`config.mk`:
```
export PLATFORM = sky130hd
export DESIGN_NAME = lru_frame_replacement
export DESIGN_NICKNAME = d
export VERILOG_FILES = /design/src/lru_pkg.sv /design/src/lru_cell.sv /design/src/lru_frame_replacement.sv
export SDC_FILE = /design/constraint.sdc
export NUM_CORES = 1
export LEC_CHECK = 0
export ABC_CLOCK_PERIOD_IN_PS = 2670
export CORE_MARGIN = 2
export CORE_UTILIZATION = 35
export CTS_BUF_LIST = sky130_fd_sc_hd__clkbuf_8 sky130_fd_sc_hd__clkbuf_16
export DETAILED_ROUTE_END_ITERATION = 10
export DONT_BUFFER_PORTS = 1
export HOLD_SLACK_MARGIN = 0.06
export RECOVER_POWER = 100
export SYNTH_ARGS = -nofsm -noshare
export SYNTH_HDL_FRONTEND = slang
export SYNTH_SLANG_ARGS = --single-unit
```
`constraint.sdc`:
```
create_clock -name clk -period 2.67 [get_ports clk]
set_input_delay 0.267 -clock clk [delete_from_list [all_inputs] [get_ports clk]]
set_output_delay 0.267 -clock clk [all_outputs]
set_load 0.02 [all_outputs]
```
`src/lru_pkg.sv`:
```
// Shared types and constants for the LRU frame replacement stack.
// Used by lru_cell and lru_frame_replacement; depends on nothing else.
package lru_pkg;

    localparam int FRAME_W = 6;
    localparam int COUNT_W = 7;

    // Per-cycle control broadcast from the sequencer to every cell
    typedef struct packed {
        logic start;    // clear the match flags for a new transaction
        logic scan;     // advance the match flags one cell up the chain
        logic commit;   // apply the reorder to the stored entries
        logic hit;      // scan outcome, valid during commit
    } lru_ctl_t;

endpackage

```
`src/lru_cell.sv`:
```
// One position of the recency chain: a stored frame and its match flag.
// Depends on lru_pkg; instantiated in a row by lru_frame_replacement.
module lru_cell
    import lru_pkg::*;
#(
    parameter int CNT_W = 7,
    parameter int INDEX = 0
)
(
    input  logic               clk,
    input  logic               rst_n,
    input  lru_ctl_t           ctl,
    input  logic [FRAME_W-1:0] frame,
    input  logic [CNT_W-1:0]   occupancy,
    input  logic               flag_in,
    input  logic [FRAME_W-1:0] entry_above,
    output logic [FRAME_W-1:0] entry,
    output logic               flag
);

    localparam logic [CNT_W-1:0] IDX    = CNT_W'(INDEX);
    localparam logic [CNT_W-1:0] IDX_P1 = CNT_W'(INDEX + 1);

    logic [FRAME_W-1:0] entry_reg, entry_next;
    logic               flag_reg, flag_next;
    logic               in_use, is_last, is_append, match;

    assign in_use    = IDX < occupancy;
    assign is_last   = IDX_P1 == occupancy;
    assign is_append = IDX == occupancy;
    assign match     = in_use && (entry_reg == frame);

    always_comb
    begin
        flag_next = flag_reg;
        if (ctl.start)
        begin
            flag_next = 1'b0;
        end
        else if (ctl.scan)
        begin
            flag_next = flag_reg | match | flag_in;
        end
    end

    always_comb
    begin
        entry_next = entry_reg;
        if (ctl.commit)
        begin
            if (ctl.hit)
            begin
                // close the gap above the hit, then place the frame on top
                if (is_last)
                begin
                    entry_next = frame;
                end
                else if (flag_reg && in_use)
                begin
                    entry_next = entry_above;
                end
            end
            else if (is_append)
            begin
                entry_next = frame;
            end
        end
    end

    always_ff @(posedge clk or negedge rst_n)
    begin
        if (!rst_n)
        begin
            flag_reg <= 1'b0;
        end
        else
        begin
            flag_reg <= flag_next;
        end
    end

    // Payload register: no reset
    always_ff @(posedge clk)
    begin
        entry_reg <= entry_next;
    end

    assign entry = entry_reg;
    assign flag  = flag_reg;

endmodule

```
`src/lru_frame_replacement.sv`:
```
// Top level of the true-LRU replacement stack over physical page frames.
// Depends on lru_pkg and lru_cell.
// A result is registered after its transaction passes the scan, commit and report states;
// report waits for a free output register. A new reference is taken only in idle, after
// the match flag has rippled one cell per cycle along the chain and the reorder applied.
// Reset: occupancy and all control clear at once; stored frames stay undefined until written.
module lru_frame_replacement
    import lru_pkg::*;
#(
    parameter int NUM_FRAMES = 64
)
(
    input  logic               clk,
    input  logic               rst_n,
    input  logic               in_valid,
    output logic               in_ready,
    input  logic [FRAME_W-1:0] frame_number,
    output logic               out_valid,
    input  logic               out_ready,
    output logic               hit,
    output logic [FRAME_W-1:0] victim_frame,
    output logic               victim_valid,
    output logic [COUNT_W-1:0] tracked_count
);

    localparam int CNT_W  = $clog2(NUM_FRAMES + 1);
    localparam int SCAN_W = $clog2(NUM_FRAMES);
    localparam logic [CNT_W-1:0]  FULL      = CNT_W'(NUM_FRAMES);
    localparam logic [SCAN_W-1:0] SCAN_LAST = SCAN_W'(NUM_FRAMES - 1);

    typedef enum logic [1:0] {
        ST_IDLE,
        ST_SCAN,
        ST_COMMIT,
        ST_REPORT
    } state_t;

    state_t              state_reg, state_next;
    logic [SCAN_W-1:0]   scan_cnt_reg, scan_cnt_next;
    logic [CNT_W-1:0]    occ_reg, occ_next;
    logic [FRAME_W-1:0]  frame_reg, frame_next;

    logic                out_valid_reg, out_valid_next;
    logic                out_hit_reg, out_hit_next;
    logic [FRAME_W-1:0]  out_victim_reg, out_victim_next;
    logic                out_vvalid_reg, out_vvalid_next;
    logic [COUNT_W-1:0]  out_count_reg, out_count_next;

    lru_ctl_t            ctl;
    logic                in_fire, out_free, scan_hit;

    logic [FRAME_W-1:0]  entry [NUM_FRAMES];
    logic                flag  [NUM_FRAMES];

    assign in_ready = (state_reg == ST_IDLE);
    assign in_fire  = in_valid && in_ready;
    assign out_free = !out_valid_reg || out_ready;

    // A match anywhere in the order has reached the top cell once the scan is done
    assign scan_hit = flag[NUM_FRAMES-1];

    assign ctl.start  = in_fire;
    assign ctl.scan   = (state_reg == ST_SCAN);
    assign ctl.commit = (state_reg == ST_COMMIT);
    assign ctl.hit    = scan_hit;

    // Row of cells: position 0 holds the least recent frame
    for (genvar i = 0; i < NUM_FRAMES; i++)
    begin : g_cell
        logic               flag_below;
        logic [FRAME_W-1:0] above;

        if (i == 0)
        begin : g_bottom
            assign flag_below = 1'b0;
        end
        else
        begin : g_inner_lo
            assign flag_below = flag[i-1];
        end

        if (i == NUM_FRAMES - 1)
        begin : g_top
            assign above = entry[i];
        end
        else
        begin : g_inner_hi
            assign above = entry[i+1];
        end

        lru_cell #(
            .CNT_W (CNT_W),
            .INDEX (i)
        ) u_cell (
            .clk         (clk),
            .rst_n       (rst_n),
            .ctl         (ctl),
            .frame       (frame_reg),
            .occupancy   (occ_reg),
            .flag_in     (flag_below),
            .entry_above (above),
            .entry       (entry[i]),
            .flag        (flag[i])
        );
    end

    always_comb
    begin
        state_next      = state_reg;
        scan_cnt_next   = scan_cnt_reg;
        occ_next        = occ_reg;
        frame_next      = frame_reg;
        out_valid_next  = out_valid_reg;
        out_hit_next    = out_hit_reg;
        out_victim_next = out_victim_reg;
        out_vvalid_next = out_vvalid_reg;
        out_count_next  = out_count_reg;

        // drop the presented result once it is taken
        if (out_valid_reg && out_ready)
        begin
            out_valid_next = 1'b0;
        end

        case (state_reg)
            ST_IDLE:
            begin
                if (in_fire)
                begin
                    frame_next    = frame_number;
                    scan_cnt_next = SCAN_LAST;
                    state_next    = ST_SCAN;
                end
            end
            ST_SCAN:
            begin
                // one cell of ripple per cycle, until the scan counter reaches zero
                if (scan_cnt_reg == '0)
                begin
                    state_next = ST_COMMIT;
                end
                else
                begin
                    scan_cnt_next = scan_cnt_reg - 1'b1;
                end
            end
            ST_COMMIT:
            begin
                // cells reorder this cycle; a miss on a full order leaves it unchanged
                if (!scan_hit && (occ_reg != FULL))
                begin
                    occ_next = occ_reg + 1'b1;
                end
                state_next = ST_REPORT;
            end
            ST_REPORT:
            begin
                // hold until the output register is free, then load the result;
                // the match flags keep the scan outcome until the next transaction
                if (out_free)
                begin
                    out_valid_next  = 1'b1;
                    out_hit_next    = scan_hit;
                    out_vvalid_next = (occ_reg != '0);
                    out_victim_next = (occ_reg != '0) ? entry[0] : '0;
                    out_count_next  = COUNT_W'(occ_reg);
                    state_next      = ST_IDLE;
                end
            end
            default:
            begin
                state_next = ST_IDLE;
            end
        endcase
    end

    always_ff @(posedge clk or negedge rst_n)
    begin
        if (!rst_n)
        begin
            state_reg     <= ST_IDLE;
            scan_cnt_reg  <= '0;
            occ_reg       <= '0;
            out_valid_reg <= 1'b0;
        end
        else
        begin
            state_reg     <= state_next;
            scan_cnt_reg  <= scan_cnt_next;
            occ_reg       <= occ_next;
            out_valid_reg <= out_valid_next;
        end
    end

    // Payload registers: no reset
    always_ff @(posedge clk)
    begin
        frame_reg      <= frame_next;
        out_hit_reg    <= out_hit_next;
        out_victim_reg <= out_victim_next;
        out_vvalid_reg <= out_vvalid_next;
        out_count_reg  <= out_count_next;
    end

    assign out_valid     = out_valid_reg;
    assign hit           = out_hit_reg;
    assign victim_frame  = out_victim_reg;
    assign victim_valid  = out_vvalid_reg;
    assign tracked_count = out_count_reg;

    a_occ_bounded: assert property (@(posedge clk) disable iff (!rst_n)
        occ_reg <= FULL)
        else $error("occupancy beyond frame capacity");

    a_miss_appends: assert property (@(posedge clk) disable iff (!rst_n)
        (state_reg == ST_COMMIT) && !scan_hit && (occ_reg != FULL)
        |=> occ_reg == $past(occ_reg) + 1'b1)
        else $error("miss with room did not append");

    a_hit_keeps_count: assert property (@(posedge clk) disable iff (!rst_n)
        (state_reg == ST_COMMIT) && scan_hit |=> $stable(occ_reg))
        else $error("hit changed the tracked count");

    a_victim_valid: assert property (@(posedge clk) disable iff (!rst_n)
        out_valid_reg |-> (out_vvalid_reg == (out_count_reg != '0)))
        else $error("victim valid disagrees with tracked count");

    a_hit_nonempty: assert property (@(posedge clk) disable iff (!rst_n)
        (state_reg == ST_COMMIT) && scan_hit |-> occ_reg != '0)
        else $error("hit reported on an empty order");

endmodule

```
==> results by group <==
Status
  – Status: finished, final reports clean

Final layout
  – Max reg flops: 384
  – Share of post-route cells with drive strength above 1: 0.285
  – Layout Utilization: 0.397
  – Area of the multi-input gates: 12400 µm²
  – Nets: 2305
  – Fill cells: 7445
  – Area Overhead vs Synth: 12.9%
  – Total area of sequential cells: 14200 µm²
  – ANT cells: 0

Synth
  – Yosys reg bits: 485
  – Post-synthesis instance total: 2214
  – Async set-or-reset flop fraction in the synthesized netlist: 0.165
  – Yosys warnings: 0
  – Synth Flop Type: edfxtp_1
  – Seq/Total Area, Yosys: 0.513
  – Mapped Area: 27600 µm²
  – Post-synthesis average cell area: 12.5 µm²
  – EDFF count, synth: 405
  – Syn Nets: 2234
  – Netlist cell types: 75

Setup path
  – Critical Path RT: 3.02 ns
  – Reg2reg start: occ_reg[2]
  – Slowest cell delay on critical path: 0.56 ns
  – CP Launch Point: occ_reg[2]
  – CP Data Arrival Time: 2.99 ns
  – Kind of critical path: reg2reg
  – Reg2Reg Depth: 7
  – Worst-path maximum fanout: 13
  – Startpoint type of the worst setup path: register
  – CP delay by family, top: buffers and inverters
  – Worst setup EP type: register
  – Bufs and invs on worst path: 4
  – Crit-path cells: buf_4 > buf_4 > nand3_1 > clkbuf_1 > o31ai_2 > buf_4 > mux2_2
  – Reg-to-reg slack, setup: 0.02 ns
  – CP most frequent cell: buf_4
  – Worst Setup EP: g_cell[62].u_cell.entry[3]
  – Levels on crit path: 7
  – CP max stage cell: dfrtp_1
  – Reg2reg end: g_cell[62].u_cell.entry[3]

Route
  – WL/cell: 22.3 µm
  – Residual DRC: 0
  – Vias per cell: 5.37
  – DR vias: 18200
  – Drt total wl: 75300 µm
  – Number of DRC markers in iteration 0: 1350
  – ANT nets after route: 0
  – Pre-Repair DR Iteration Count: 5

Global route
  – Total gr overflow: 0
  – First-pass GRT wire length: 117000 µm
  – Vias in the first global route: 18900
  – Initial antenna violation count: 0
  – Largest net degree at the start of global routing: 81
  – Global-route usage over all layers: 0.185

Floorplanning
  – Die X: 285 µm
  – Die height: 285 µm
  – Die ar.: 81200 µm²
  – Row cnt: 103
  – Ports: 27
  – Initial core utilization: 0.352
  – Core area: 78600 µm²

Power and ir drop
  – Pwr dens: 838 nW/µm²
  – Leakage power: 10.9 nW
  – Flop pwr share: 0.379
  – Worst VDD drop: 514 µV
  – Share of total power in combinational logic: 0.323
  – Int Pwr: 17.1 mW
  – Sw Ratio: 0.345
  – Clk pwr share: 0.298
  – Switch Pwr: 9.01 mW

Placement
  – Worst slack, placed: 0.145 ns
  – Routability cong.: 0.927
  – Port Buf Inserts: 0
  – Detail Placement HPWL: 51700 µm

Clock network
  – Clock latency on the worst-skew pair: 0.62 ns
  – CTS tree: yes
  – Maximum clock path buffer count: 3
  – CTS Sinks: 485
  – H-tree Lvls: 2
  – Root Driver: clkbuf_16
  – Clk slew on worst S/H paths: 0.06 ns
  – Clock buffer count from CTS: 54

Timing
  – Setup TNS: 0 ns
  – Final Cycle Share: 0.992
  – Final Hold Viols: 0
  – Fmax: 0.378 GHz
  – Worst Skew: 0.0230 ns
  – Final setup vio count: 0
  – Worst Tran Pin Value: 1.41 ns
  – Slew headroom: 0.0604
  – Final WS setup: 0.0215 ns
  – Tmin final: 2.65 ns
  – RSZ-0062 raised after global routing: false
  – Final slew viol count: 0

Job
  – Max cap viols: 0

Hold path
  – Hold Path Class: in2reg
## how the worst min path moves through the flow
stage | startpoint | end | slack [ns] | cells after the start
after CTS | in_valid | scan_cnt_reg[2] | 0.08 | 4
after floorplan | rst_n | g_cell[0].u_cell.flag | -0.03 | 0
after detailed placement | rst_n | state_reg[1] | -0.03 | 0
after global routing | in_valid | scan_cnt_reg[2] | 0.13 | 4
final | in_valid | scan_cnt_reg[2] | 0.11 | 4
after global placement | rst_n | out_valid | -0.03 | 0
## worst reg2reg max path: cells and delay by family (launching register included)
family                 cells  cell delay [ns]
DFF                        1             0.56
AOI/OAI and AO/OA          1             0.49
muxes                      1             0.33
buffers and inverters      4             0.88
and+or+nand+nor            1             0.11
## through the flow
step | instances | power, mW | hold WS, ns | area (µm²)
3_5_place_dp | 3269 | 18.7 | -0.0270 | 29700
3_3_place_gp | 3269 | 18.5 | -0.0264 | 29700
4_1_cts | 3380 | 26.6 | 0.0760 | 31700
5_1_grt | 3380 | 27.3 | 0.128 | 31200
2_1_floorplan | 2214 | 15.5 | -0.0286 | 27600
6_report | 3380 | 26.2 | 0.109 | 31200
## synthesized netlist by cell type, types with 7 or more instances
master / number / share of area
edfxtp_1: 405 / 0.44
a21oi_1: 115 / 0.021
o21ai_0: 121 / 0.022
o21ai_4: 17 / 0.010
nor2b_1: 10 / 0.0023
xor2_1: 246 / 0.078
buf_6: 9 / 0.0037
xnor2_1: 143 / 0.045
nand2_1: 87 / 0.012
o211a_1: 9 / 0.0033
buf_4: 7 / 0.0019
nand2b_1: 9 / 0.0020
o21ai_2: 28 / 0.0089
dfrtp_1: 80 / 0.072
clkbuf_1: 74 / 0.010
a31oi_1: 10 / 0.0023
mux2_2: 381 / 0.16
nand3_1: 12 / 0.0022
o31ai_4: 7 / 0.0054
nor2_1: 85 / 0.012
and2_1: 16 / 0.0036
a211oi_1: 7 / 0.0019
buf_2: 74 / 0.013
nor4_1: 61 / 0.014
ha_1: 10 / 0.0045
a41oi_1: 24 / 0.0076
nor3_1: 24 / 0.0043
inv_1: 14 / 0.0019
nand4_1: 41 / 0.0093
## layer usage
metal  vias to the layer above  wire [µm]  global-route usage
li1                       8312          -                   -
met5                         -          0                   0
met2                       497      35100               0.302
met3                       148       4360              0.0336
met1                      9194      33200               0.249
met4                         0       2650              0.0597
## what timing repair did
| action | 4_1_cts | 5_1_grt |
|---|---|---|
| setup endpoints to repair | 0 | 18 |
| buffers inserted | 0 | 0 |
| gates resized for setup | 0 | 3 |
| hold buffers | 10 | 0 |
| hold endpoints to repair | 91 | 0 |
## area by class of cell
| cell class | instances | share of cell area |
|---|---|---|
| flip-flops and latches | 485 | 0.454 |
| multi-input cells | 1547 | 0.396 |
| clock buffers | 61 | 0.0468 |
| repair buffers | 182 | 0.0462 |
| well taps | 1050 | 0.0421 |
| clock inverters | 40 | 0.0126 |
| inverters | 15 | 0.00180 |
## placed cells by master, fill, tap and decap left out, types with 7 or more instances in the layout
cell type	instances
bufinv_16	8
a31oi_1	10
nand2b_1	9
clkinv_2	10
mux2_1	7
buf_12	20
buf_4	83
and2_0	7
nor2_1	83
o21ai_2	22
xnor2_1	143
o21ai_1	12
edfxtp_1	405
a41oi_1	24
nand4_1	41
ha_1	8
and2_1	10
o21ai_0	127
nand3_1	12
o211a_1	9
clkbuf_16	55
clkbuf_2	33
inv_1	29
clkbuf_1	28
xor2_1	246
nor3_1	23
a21oi_1	116
nor4_1	60
nand2_1	87
nor2b_1	10
dfrtp_1	79
dlygate4sd3_1	9
mux2_2	374
## cells by family (layout without fill, tap and decap cells)
logic type | count (synthesis) | in the layout | synth area share
adder cells (fa/ha/maj) | 10 | 10 | 0.00453
multiplexers | 386 | 386 | 0.157
flip-flops | 485 | 485 | 0.513
AND/OR/NAND/NOR | 379 | 379 | 0.0729
buffers and inverters | 182 | 298 | 0.0321
XOR/XNOR | 389 | 389 | 0.123
AO/OA/AOI/OAI | 383 | 383 | 0.0976
## power by group through the flow
stage | logic [mW] | registers [mW] | clock network [mW]
floorplan | 5.71 | 9.83 | 0
global placement | 8.47 | 10.0 | 0
detailed placement | 8.60 | 10.1 | 0
CTS | 8.72 | 9.91 | 7.93
global route | 9.07 | 9.98 | 8.23
finish | 8.44 | 9.91 | 7.81
Power figures use the tool's default switching activity.
